--- config.mk ---
export PLATFORM = sky130hd
export DESIGN_NAME = cosine_similarity_stream_core
export DESIGN_NICKNAME = d
export VERILOG_FILES = /design/src/rtl/csim_pkg.sv /design/src/rtl/csim_ctrl.sv /design/src/rtl/csim_dp.sv /design/src/rtl/cosine_similarity_stream_core.sv
export SDC_FILE = /design/constraint.sdc
export NUM_CORES = 2
export LEC_CHECK = 0
export BUFFER_PORTS_ARGS = -buffer_cell sky130_fd_sc_hd__buf_4
export CAP_MARGIN = 20
export CORE_MARGIN = 3
export CORE_UTILIZATION = 41
export DETAILED_ROUTE_END_ITERATION = 8
export PLACE_DENSITY = 0.66
export SKIP_CTS_REPAIR_TIMING = 1
export SLEW_MARGIN = 15
export SYNTH_ARGS = -nofsm -noshare
export SYNTH_HDL_FRONTEND = slang
export SYNTH_SLANG_ARGS = --single-unit
--- constraint.sdc ---
create_clock -name clk_i -period 13.8 [get_ports clk_i]
set_input_delay 1.38 -clock clk_i [delete_from_list [all_inputs] [get_ports clk_i]]
set_output_delay 1.38 -clock clk_i [all_outputs]
set_load 0.005 [all_outputs]
--- src/rtl/csim_pkg.sv ---
package csim_pkg;

  // Element width is fixed by the item format.
  localparam int ELEM_WIDTH  = 16;
  localparam int MAX_LEN_DEF = 1024;

  localparam int ACC_W   = 48;            // accumulator width, Q24.24
  localparam int PROD_W  = 2 * ELEM_WIDTH; // one element product
  localparam int ROOT_W  = ACC_W - 1;     // square sums are below 2^47
  localparam int PP_W    = 2 * ROOT_W;    // product of the two square sums
  localparam int REM_W   = ROOT_W + 3;    // square root partial remainder
  localparam int FRAC_W  = 14;            // similarity fraction bits
  localparam int NUM_W   = ACC_W + FRAC_W; // divide numerator
  localparam int SIM_W   = 16;
  localparam int ONE_Q14 = 16384;

  localparam int MUL_STEPS  = ROOT_W;
  localparam int SQRT_STEPS = ROOT_W;
  localparam int DIV_STEPS  = NUM_W;
  localparam int STEP_W     = $clog2(DIV_STEPS);

  typedef struct packed {
    logic signed [ELEM_WIDTH-1:0] elem_a;
    logic signed [ELEM_WIDTH-1:0] elem_b;
    logic                         last;
  } in_item_t;

  typedef struct packed {
    logic signed [SIM_W-1:0] similarity;
    logic signed [ACC_W-1:0] dot_product;
    logic                    zero_norm;
    logic                    too_long;
  } out_item_t;

  // Commands from the controller to the datapath.
  typedef struct packed {
    logic take;       // register the element products of an accepted item
    logic acc_add;    // add the registered products into the accumulators
    logic fin_init;   // snapshot the sums and clear the accumulators
    logic mul_step;   // one bit of the square sum product
    logic sqrt_step;  // one bit of the square root
    logic div_init;   // form the divide numerator
    logic div_step;   // one quotient bit
    logic out_load;   // load the result register
  } cmd_t;

  typedef struct packed {
    logic zero_norm;
  } stat_t;

endpackage

--- src/rtl/csim_ctrl.sv ---
module csim_ctrl
  import csim_pkg::*;
(
  input  logic  clk_i,
  input  logic  rst_ni,
  input  logic  in_valid_i,
  input  logic  in_last_i,
  output logic  in_ready_o,
  output logic  out_valid_o,
  input  logic  out_ready_i,
  input  stat_t stat_i,
  output cmd_t  cmd_o
);

  typedef enum logic [2:0] {
    S_ACC,
    S_DRAIN,
    S_INIT,
    S_MUL,
    S_SQRT,
    S_DIVI,
    S_DIV,
    S_OUT
  } state_e;

  state_e             state_q, state_d;
  logic [STEP_W-1:0]  cnt_q, cnt_d;
  logic               pend_q, pend_d;
  logic               out_valid_q, out_valid_d;
  logic               take;

  assign in_ready_o  = (state_q == S_ACC);
  assign take        = in_ready_o && in_valid_i;
  assign out_valid_o = out_valid_q;

  always_comb begin
    state_d     = state_q;
    cnt_d       = cnt_q;
    pend_d      = take;
    out_valid_d = out_valid_q && !out_ready_i;
    cmd_o       = '0;
    cmd_o.take    = take;
    cmd_o.acc_add = pend_q;
    case (state_q)
      S_ACC: begin
        if (take && in_last_i) begin
          state_d = S_DRAIN;
        end
      end
      S_DRAIN: begin
        state_d = S_INIT;
      end
      S_INIT: begin
        cmd_o.fin_init = 1'b1;
        cnt_d          = '0;
        state_d        = S_MUL;
      end
      S_MUL: begin
        if (stat_i.zero_norm) begin
          state_d = S_OUT;
        end else begin
          cmd_o.mul_step = 1'b1;
          cnt_d          = cnt_q + 1'b1;
          if (cnt_q == STEP_W'(MUL_STEPS - 1)) begin
            cnt_d   = '0;
            state_d = S_SQRT;
          end
        end
      end
      S_SQRT: begin
        cmd_o.sqrt_step = 1'b1;
        cnt_d           = cnt_q + 1'b1;
        if (cnt_q == STEP_W'(SQRT_STEPS - 1)) begin
          cnt_d   = '0;
          state_d = S_DIVI;
        end
      end
      S_DIVI: begin
        cmd_o.div_init = 1'b1;
        state_d        = S_DIV;
      end
      S_DIV: begin
        cmd_o.div_step = 1'b1;
        cnt_d          = cnt_q + 1'b1;
        if (cnt_q == STEP_W'(DIV_STEPS - 1)) begin
          cnt_d   = '0;
          state_d = S_OUT;
        end
      end
      S_OUT: begin
        if (!out_valid_q || out_ready_i) begin
          cmd_o.out_load = 1'b1;
          out_valid_d    = 1'b1;
          state_d        = S_ACC;
        end
      end
      default: begin
        state_d = S_ACC;
      end
    endcase
  end

  always_ff @(posedge clk_i or negedge rst_ni) begin
    if (!rst_ni) begin
      state_q     <= S_ACC;
      cnt_q       <= '0;
      pend_q      <= 1'b0;
      out_valid_q <= 1'b0;
    end else begin
      state_q     <= state_d;
      cnt_q       <= cnt_d;
      pend_q      <= pend_d;
      out_valid_q <= out_valid_d;
    end
  end

endmodule

--- src/rtl/csim_dp.sv ---
module csim_dp
  import csim_pkg::*;
#(
  parameter int MAX_LEN = MAX_LEN_DEF
) (
  input  logic      clk_i,
  input  logic      rst_ni,
  input  in_item_t  in_item_i,
  input  cmd_t      cmd_i,
  output stat_t     stat_o,
  output out_item_t out_item_o
);

  localparam int CNT_W = $clog2(MAX_LEN + 2);

  // Saturating add of one product into a 48-bit accumulator.
  function automatic logic signed [ACC_W-1:0] sat_add(logic signed [ACC_W-1:0] acc,
                                                      logic signed [PROD_W-1:0] x);
    logic signed [ACC_W:0] s;
    s = (ACC_W + 1)'(acc) + (ACC_W + 1)'(x);
    if (s[ACC_W] != s[ACC_W-1]) begin
      sat_add = s[ACC_W] ? {1'b1, {(ACC_W - 1){1'b0}}} : {1'b0, {(ACC_W - 1){1'b1}}};
    end else begin
      sat_add = s[ACC_W-1:0];
    end
  endfunction

  logic signed [PROD_W-1:0] p_ab_q, p_aa_q, p_bb_q;
  logic signed [ACC_W-1:0]  dot_q, sq_a_q, sq_b_q;
  logic [CNT_W-1:0]         cnt_q;

  logic signed [ACC_W-1:0]  dot_w_q;
  logic [ACC_W-1:0]         mag_q;
  logic                     zero_q, long_q;
  logic [ROOT_W-1:0]        mpl_q, mcand_q;
  logic [PP_W-1:0]          pp_q;
  logic [REM_W-1:0]         rem_q;
  logic [ROOT_W-1:0]        root_q;
  logic [ROOT_W:0]          drem_q;
  logic [NUM_W-1:0]         quo_q;
  out_item_t                out_q;

  logic [REM_W-1:0]         rem_sh, trial;
  logic [ROOT_W:0]          drem_sh;
  logic [SIM_W-2:0]         sim_mag;
  logic signed [SIM_W-1:0]  sim;

  assign stat_o.zero_norm = zero_q;
  assign out_item_o       = out_q;

  assign rem_sh  = {rem_q[REM_W-3:0], pp_q[PP_W-1 -: 2]};
  assign trial   = {1'b0, root_q, 2'b01};
  assign drem_sh = {drem_q[ROOT_W-1:0], quo_q[NUM_W-1]};

  always_comb begin
    if (quo_q > NUM_W'(ONE_Q14)) begin
      sim_mag = (SIM_W - 1)'(ONE_Q14);
    end else begin
      sim_mag = quo_q[SIM_W-2:0];
    end
    if (zero_q) begin
      sim = '0;
    end else if (dot_w_q[ACC_W-1]) begin
      sim = -signed'({1'b0, sim_mag});
    end else begin
      sim = signed'({1'b0, sim_mag});
    end
  end

  // Accumulators and pair count.
  always_ff @(posedge clk_i or negedge rst_ni) begin
    if (!rst_ni) begin
      dot_q  <= '0;
      sq_a_q <= '0;
      sq_b_q <= '0;
      cnt_q  <= '0;
    end else if (cmd_i.fin_init) begin
      dot_q  <= '0;
      sq_a_q <= '0;
      sq_b_q <= '0;
      cnt_q  <= '0;
    end else if (cmd_i.acc_add) begin
      dot_q  <= sat_add(dot_q, p_ab_q);
      sq_a_q <= sat_add(sq_a_q, p_aa_q);
      sq_b_q <= sat_add(sq_b_q, p_bb_q);
      if (cnt_q <= CNT_W'(MAX_LEN)) begin
        cnt_q <= cnt_q + 1'b1;
      end
    end
  end

  // Product stage and the iterative finishing units.
  always_ff @(posedge clk_i) begin
    if (cmd_i.take) begin
      p_ab_q <= in_item_i.elem_a * in_item_i.elem_b;
      p_aa_q <= in_item_i.elem_a * in_item_i.elem_a;
      p_bb_q <= in_item_i.elem_b * in_item_i.elem_b;
    end
    if (cmd_i.fin_init) begin
      dot_w_q <= dot_q;
      mag_q   <= dot_q[ACC_W-1] ? (~dot_q + 1'b1) : dot_q;
      zero_q  <= (sq_a_q == '0) || (sq_b_q == '0);
      long_q  <= cnt_q > CNT_W'(MAX_LEN);
      mpl_q   <= sq_a_q[ROOT_W-1:0];
      mcand_q <= sq_b_q[ROOT_W-1:0];
      pp_q    <= '0;
      rem_q   <= '0;
      root_q  <= '0;
    end
    // Multiplier bits are taken most significant first.
    if (cmd_i.mul_step) begin
      mpl_q <= {mpl_q[ROOT_W-2:0], 1'b0};
      pp_q  <= {pp_q[PP_W-2:0], 1'b0} + (mpl_q[ROOT_W-1] ? PP_W'(mcand_q) : '0);
    end
    // Restoring square root, two product bits per step.
    if (cmd_i.sqrt_step) begin
      pp_q <= {pp_q[PP_W-3:0], 2'b00};
      if (rem_sh >= trial) begin
        rem_q  <= rem_sh - trial;
        root_q <= {root_q[ROOT_W-2:0], 1'b1};
      end else begin
        rem_q  <= rem_sh;
        root_q <= {root_q[ROOT_W-2:0], 1'b0};
      end
    end
    // The half divisor added here rounds the quotient half away from zero.
    if (cmd_i.div_init) begin
      quo_q  <= {mag_q, {FRAC_W{1'b0}}} + NUM_W'(root_q >> 1);
      drem_q <= '0;
    end
    if (cmd_i.div_step) begin
      if (drem_sh >= {1'b0, root_q}) begin
        drem_q <= drem_sh - {1'b0, root_q};
        quo_q  <= {quo_q[NUM_W-2:0], 1'b1};
      end else begin
        drem_q <= drem_sh;
        quo_q  <= {quo_q[NUM_W-2:0], 1'b0};
      end
    end
    if (cmd_i.out_load) begin
      out_q.similarity  <= sim;
      out_q.dot_product <= dot_w_q;
      out_q.zero_norm   <= zero_q;
      out_q.too_long    <= long_q;
    end
  end

endmodule

--- src/rtl/cosine_similarity_stream_core.sv ---
// Streaming cosine similarity of two signed Q4.12 vectors.
// The input channel (in_valid_i, in_ready_o, in_item_i) carries one element
// pair per item; the item with last set closes the vectors. The output
// channel (out_valid_o, out_ready_i, out_item_o) carries one result item per
// vector pair: the Q1.14 similarity, the saturated Q24.24 dot product and the
// zero norm and overlong flags. Items without last produce no result.
// Element pairs are taken at one item per cycle while the vectors stream in.
// After the last item is taken, input ready drops while the finishing
// sequence runs: a bit-serial multiply of the two square sums, a restoring
// square root and a restoring divide, plus control states that drain the
// product stage, snapshot the sums, set up the divide and load the result.
// When either norm is zero the multiply, square root and divide are skipped.
// The result then sits in an output register, so the next vector can stream
// in while the result waits.
// If the receiver still holds the previous result when a new one is done,
// the block waits with input ready low until that result is taken.
// Reset (rst_ni low, asynchronous) clears the accumulators, the pair count
// and the output valid; no clearing pass is needed.
module cosine_similarity_stream_core
  import csim_pkg::*;
#(
  parameter int MAX_LEN = MAX_LEN_DEF
) (
  input  logic      clk_i,
  input  logic      rst_ni,
  input  logic      in_valid_i,
  output logic      in_ready_o,
  input  in_item_t  in_item_i,
  output logic      out_valid_o,
  input  logic      out_ready_i,
  output out_item_t out_item_o
);

  cmd_t  cmd;
  stat_t stat;

  // The controller sequences accumulation and the finishing units.
  csim_ctrl u_ctrl (
    .clk_i       (clk_i),
    .rst_ni      (rst_ni),
    .in_valid_i  (in_valid_i),
    .in_last_i   (in_item_i.last),
    .in_ready_o  (in_ready_o),
    .out_valid_o (out_valid_o),
    .out_ready_i (out_ready_i),
    .stat_i      (stat),
    .cmd_o       (cmd)
  );

  // The datapath holds the accumulators, the shift-add multiplier, the
  // square root and divider registers, and the result register.
  csim_dp #(
    .MAX_LEN (MAX_LEN)
  ) u_dp (
    .clk_i      (clk_i),
    .rst_ni     (rst_ni),
    .in_item_i  (in_item_i),
    .cmd_i      (cmd),
    .stat_o     (stat),
    .out_item_o (out_item_o)
  );

endmodule

# --- Yosys cells after proc, flatten, opt, wreduce, memory -nomap -nowiden ---
# Index checks and enable logic that the tools add are counted.
word_totals:
  register_bits: 818
  latchBits: 0
  mem_bits_rw: 0
  mem_bits_ro: 0
  in_bits: 37
  out_inout_bits: 68
  wordCells: 147
  memories: 0
op_classes:
  n_addsub: 11
  multipliers: 3
  n_div: 0
  magnitude_cmp: 5
  eq_ne: 18
  n_shift: 0
  n_mux: 57
  bitwise: 2
  n_reduce_logical: 21
op_table:
  columns: ["op", "n"]
  rows:
  - ["two-way mux 48 bit", 15]
  - ["two-way mux 47 bit", 9]
  - ["two-way mux 94 bit", 3]
  - ["adder 48 x 32 -> 49 bit", 3]
  - ["two-way mux 62 bit", 2]
  - ["logical NOT 48 bit", 2]
  - ["multiplier 16 x 16 -> 32 bit", 3]
  - ["adder 94 bit", 1]
  - ["adder 62 x 46 -> 62 bit", 1]
  - ["> comparator 62 x 15 -> 1 bit (second input constant)", 1]
  - ["greater-or-equal comparator 50 x 49 -> 1 bit", 1]
  - ["adder 48 x 1 -> 48 bit (second input constant)", 1]
  - ["greater-or-equal comparator 48 x 47 -> 1 bit", 1]
  - ["inverter 48 bit", 1]
  - ["subtractor 48 bit", 1]
  - ["subtractor 47 bit", 1]
  - ["two-way mux 11 bit", 3]
  - ["two-way mux 15 bit", 2]
  - ["case mux 3 bit (8 select lines)", 1]
  - ["case mux 6 bit (4 select lines)", 1]
  - ["two-way mux 3 bit", 6]
  - ["two-way mux 6 bit", 3]
  - ["negator 15 -> 16 bit", 1]
  - ["equality test 3 bit (second input constant)", 4]
  - ["23 further kinds", 50]

# --- Depth between registers and ports, before layout ---
depth:
  ltp_word: 5
  depth_mapped: 28
  mapped_depth_nobuf: 26

# --- By module ---
# From an unflattened synthesis, not the netlist that was laid out.
hier_totals:
  hier_cells: 8134
  area_unflattened_um2: 78759.3
by_module_without_submodules:
  columns: ["mod", "n_inst", "cells_per_inst", "area_each_um2", "seq_area_each_um2"]
  rows:
  - ["csim_dp", 1, 8051, 78004.8, 23337.4]
  - ["csim_ctrl", 1, 83, 754.5, 275.3]

# --- Least setup slack after synthesis ---
# OpenSTA, ideal clock, no wires.
synth_path:
  kind: "input port to flip-flop"
  start: "input in_item_i[18] (netlist name)"
  end: "register u_dp.p_aa_q[31] (data pin)"
  setup_ps: 259
  arrival_ps: 7529
  required_time_ps: 13541
  path_slack_ps: 6012
  cell_stages: 24
  path_buffers: 2
  cell_sequence: "clkbuf_1 > clkbuf_1 > nand2_1 > fa_1 > fa_1 > fa_1 > inv_1 > fa_1 > fa_1 > inv_1 > fa_1 > inv_1 > ha_1 > a21o_1 > a21oi_1 > o21ai_0 > a221o_1 > a2111oi_0 > o31ai_1 > o21a_1 > o21a_1 > o21ai_0 > a21oi_1 > xnor2_1"
synth_via:
  elab_chain_cells: 1
synth_rtl:
  columns: ["element", "line", "rtl"]
  rows:
  - ["start, declared", "cosine_similarity_stream_core.sv:28", "input in_item_t in_item_i,"]
  - ["multiplier 16 x 16 -> 32 bit", "csim_dp.sv:96", "p_aa_q <= in_item_i.elem_a * in_item_i.elem_a;"]
  - ["end signal, assigned", "csim_dp.sv:96", null]
  - ["end, declared", "csim_dp.sv:28", "logic signed [PROD_W-1:0] p_ab_q, p_aa_q, p_bb_q;"]
# No other way between the ends.
# A chain may end at the register's enable or synchronous reset.

# --- Worst setup path in the final report ---
layout_path:
  start: "input in_item_i[32] (netlist name)"
  end: "register u_dp.p_aa_q[31] (data pin)"
# Same word-level chain as after synthesis.

==> impl_metrics.sql <==
INSERT INTO impl_metrics (metric_group, metric, value, unit) VALUES
('outcome', 'run_status', 'finished clean', ''),
('setup_path', 'critical_path.endpoint_type', 'flop', ''),
('floorplanning', 'die-area', '195000', 'um2'),
('sta', 'hold_violations', '0', ''),
('yosys', 'synthesis.instances', '8053', ''),
('sta', 'drv_slew', '0', ''),
('setup_path', 'critPathRequiredTime', '14260', 'ps'),
('cts', 'cts_buffer_depth', '3', ''),
('floorplanning', 'fp-row-count', '159', ''),
('setup_path', 'worst_r2r_path_depth', '15', ''),
('cells_and_area', 'fill_cells', '17675', ''),
('yosys', 'synthTopCellsByArea', 'sky130_fd_sc_hd__edfxtp_1 25%, sky130_fd_sc_hd__fa_1 19%, sky130_fd_sc_hd__ha_1 9.4%', ''),
('sta', 'fin_crit_sh', '58.0', '%'),
('sta', 'fin_skew', '82.3', 'ps'),
('cells_and_area', 'finalNetCount', '9331', ''),
('global_routing', 'global_route.usage.total', '19.8', '%'),
('cells_and_area', 'area_of_the_multi_input_gates', '49100', 'um2'),
('global_routing', 'largest_net_degree_at_the_start_of_global_routing', '92', ''),
('detailed_routing', 'antenna_left', '0', ''),
('setup_path', 'r2r_start', 'u_dp.quo_q[61]$_DFFE_PP_', ''),
('flow_run', 'max_cap_violations', '0', ''),
('yosys', 'synth.top_cells.by_count', '1112 x sky130_fd_sc_hd__inv_1, 751 x sky130_fd_sc_hd__nand2_1, 734 x sky130_fd_sc_hd__fa_1', ''),
('yosys', 'netlist.top_cell.by_area', 'sky130_fd_sc_hd__edfxtp_1', ''),
('floorplanning', 'dieHeight', '442', 'um'),
('global_routing', 'via_count_of_the_first_global_routing_pass', '58646', ''),
('sta', 'slew-limit-headroom', '27.7', '%'),
('setup_path', 'r2r_setup_slack', '8540', 'ps'),
('cts', 'cts.sink_count', '815', ''),
('yosys', 'postSynthNetCount', '9409', ''),
('sta', 'setup_viol', '0', ''),
('detailed_routing', 'routed.top_layer', 'met4', ''),
('setup_path', 'cp_data_arrival_time', '8470', 'ps'),
('floorplanning', 'core', '188000', 'um2'),
('cts', 'cts_tree', 'done', ''),
('hold_path', 'worst_hold_path_type', 'flop to flop', ''),
('yosys', 'synth_enable_flop_cells', '646', ''),
('yosys', 'synth_async_sr_flop_share', '20.4', '%'),
('cells_and_area', 'final_layout_size_suffix_gt1_share', '4.60', '%'),
('yosys', 'synth_top_cell_area_share', '24.9', '%'),
('global_routing', 'grt_antenna_before_repair', '5', ''),
('global_routing', 'grt_overflow_total', '0', ''),
('sta', 'final_period_demand_of_the_worst_path', '8010', 'ps'),
('detailed_routing', 'num_vias', '57961', ''),
('floorplanning', 'effective_utilization_at_floorplan', '41.4', '%'),
('sta', 'fin_worst_hold_slack', '413', 'ps'),
('sta', 'fin_setup_tns', '0', 'ps'),
('detailed_routing', 'wl_met3', '9.80', 'mm'),
('setup_path', 'crit_type', 'input port to flop', ''),
('detailed_routing', 'drt_first_iter_violations', '4097', ''),
('yosys', 'synth_most_common_cell', 'sky130_fd_sc_hd__inv_1', ''),
('detailed_routing', 'dr.pass1.iters', '5', ''),
('detailed_routing', 'detail_route.drc_violations', '0', ''),
('detailed_routing', 'route.layer.met1.wl', '86.9', 'mm'),
('place', 'place.port_buffers', '104', ''),
('cts', 'htree_num_levels', '3', ''),
('place', 'hpwlAfterDp', '148', 'mm'),
('cts', 'clk_pin_slew_worst_paths', '60', 'ps'),
('cts', 'cts-buffers-inserted', '94', ''),
('cts', 'insertion_delay', '730', 'ps'),
('yosys', 'dominantRegCellSynth', 'sky130_fd_sc_hd__edfxtp_1', ''),
('yosys', 'seq_area_frac_synth', '30.3', '%'),
('sta', 'rsz_0062_raised_after_global_routing', 'false', ''),
('cells_and_area', 'area_growth', '8.27', '%'),
('yosys', 'synthesis.area', '77900', 'um2'),
('cells_and_area', 'footprint_of_the_flip_flops_and_latches', '23600', 'um2'),
('detailed_routing', 'average_via_count_per_standard_cell', '5.49', ''),
('sta', 'worstMarginPinSlew', '1080', 'ps'),
('setup_path', 'worstSetupStartpoint', 'in_item_i[32]', ''),
('detailed_routing', 'wl_per_cell', '18.4', 'um'),
('detailed_routing', 'wl_met2', '92.8', 'mm'),
('setup_path', 'critPathCapture', 'u_dp.p_aa_q[31]$_DFFE_PP_', '');
-- logic make-up after synthesis --
| logic type | after synthesis | synth area share [%] |
|---|---|---|
| buffers and inverters | 1435 | 6.92 |
| DFF | 815 | 30.3 |
| muxes | 46 | 0.594 |
| AOI/OAI and AO/OA | 1742 | 14.9 |
| and+or+nand+nor | 2190 | 13.4 |
| adders and majority gates | 1321 | 28.3 |
| xor gates and xnor gates | 504 | 5.67 |
-- through the flow --
stage               area, um2  worst slack (ps)  utilization, %  std cells
finish                  84400              5790            44.8      10555
global route            84400              5390            44.8      10555
CTS                     84300              5870            44.8      10551
detailed placement      81100              5120            43.0      10373
global placement        81100              5250            43.0      10373
floorplan               77900              6010               -       8053
-- critical path: stages --
cell and delay, ps:
sky130_fd_sc_hd__buf_4 240, sky130_fd_sc_hd__inv_1 720, sky130_fd_sc_hd__nor2_1 200, sky130_fd_sc_hd__fa_1 620, sky130_fd_sc_hd__inv_1 150, sky130_fd_sc_hd__fa_1 550
sky130_fd_sc_hd__inv_1 60, sky130_fd_sc_hd__fa_1 520, sky130_fd_sc_hd__fa_1 440, sky130_fd_sc_hd__fa_1 540, sky130_fd_sc_hd__inv_1 50, sky130_fd_sc_hd__fa_1 550
sky130_fd_sc_hd__inv_1 40, sky130_fd_sc_hd__ha_1 360, sky130_fd_sc_hd__a21oi_1 220, sky130_fd_sc_hd__o21ai_0 150, sky130_fd_sc_hd__a2111oi_0 620, sky130_fd_sc_hd__o31ai_1 200
sky130_fd_sc_hd__o21a_1 210, sky130_fd_sc_hd__o21a_1 170, sky130_fd_sc_hd__o21ai_0 200, sky130_fd_sc_hd__a21oi_1 110, sky130_fd_sc_hd__xnor2_1 130
-- cells in the final DEF (no fill, tap or decap), drive strengths merged, types with 23 or more instances in the layout --
master	instances
nor3	75
nor2	514
nand2	751
nor2b	61
nand4	73
or3	33
o21ai	381
a221o	101
nor4	58
a21o	230
and2	282
clkinv	35
o31ai	46
a21oi	455
xor2	175
fa	734
buf	145
inv	1116
edfxtp	646
nand3	147
a211oi	62
o21bai	55
and3	54
o211ai	30
dfrtp	166
a31oi	43
clkbuf	125
nand2b	57
or2	23
mux2i	44
ha	585
a22o	64
o21a	56
xnor2	329
-- area by class of cell --
cell class / count / share of cell area, %
Clock buffer: 125 / 3.02
Inverter: 1116 / 4.97
Clock inverter: 53 / 0.839
Sequential cell: 815 / 28.0
Antenna cell: 3 / 0.00890
Multi-Input combinational cell: 5803 / 58.1
Tap cell: 2495 / 3.70
Timing Repair Buffer: 145 / 1.32
-- sequential cells by signal, summed over array words and instances (netlist names), 48 cells and up --
name and flops:
u_dp.sq_a_q 48, u_dp.out_item_o 66, u_dp.pp_q 94, u_dp.dot_q 48
u_dp.mag_q 48, u_dp.rem_q 48, u_dp.quo_q 62, u_dp.sq_b_q 48
-- per-layer routing --
metal  vias to the layer above  track usage, %
met5                         -               0
met4                         0            5.56
met3                       255            2.27
met2                      1405            32.9
met1                     28866            27.2
li1                      27435               -
-- worst min-delay path by stage --
stage	start	slack, ps	depth (start not counted)	endpoint
6_report	u_dp.dot_w_q[34]$_DFFE_PP_	410	0	u_dp.out_item_o[36]$_DFFE_PP_
5_1_grt	u_dp.dot_w_q[15]$_DFFE_PP_	420	0	u_dp.out_item_o[17]$_DFFE_PP_
3_5_place_dp	u_dp.dot_w_q[34]$_DFFE_PP_	400	0	u_dp.out_item_o[36]$_DFFE_PP_
3_3_place_gp	u_dp.dot_w_q[15]$_DFFE_PP_	400	0	u_dp.out_item_o[17]$_DFFE_PP_
2_1_floorplan	u_dp.long_q$_DFFE_PP_	400	0	u_dp.out_item_o[0]$_DFFE_PP_
4_1_cts	u_dp.dot_w_q[34]$_DFFE_PP_	410	0	u_dp.out_item_o[36]$_DFFE_PP_
Power is left out: the tool's default activity adds up to more than one toggle a clock period on the data nets, which glitch-free logic cannot reach.
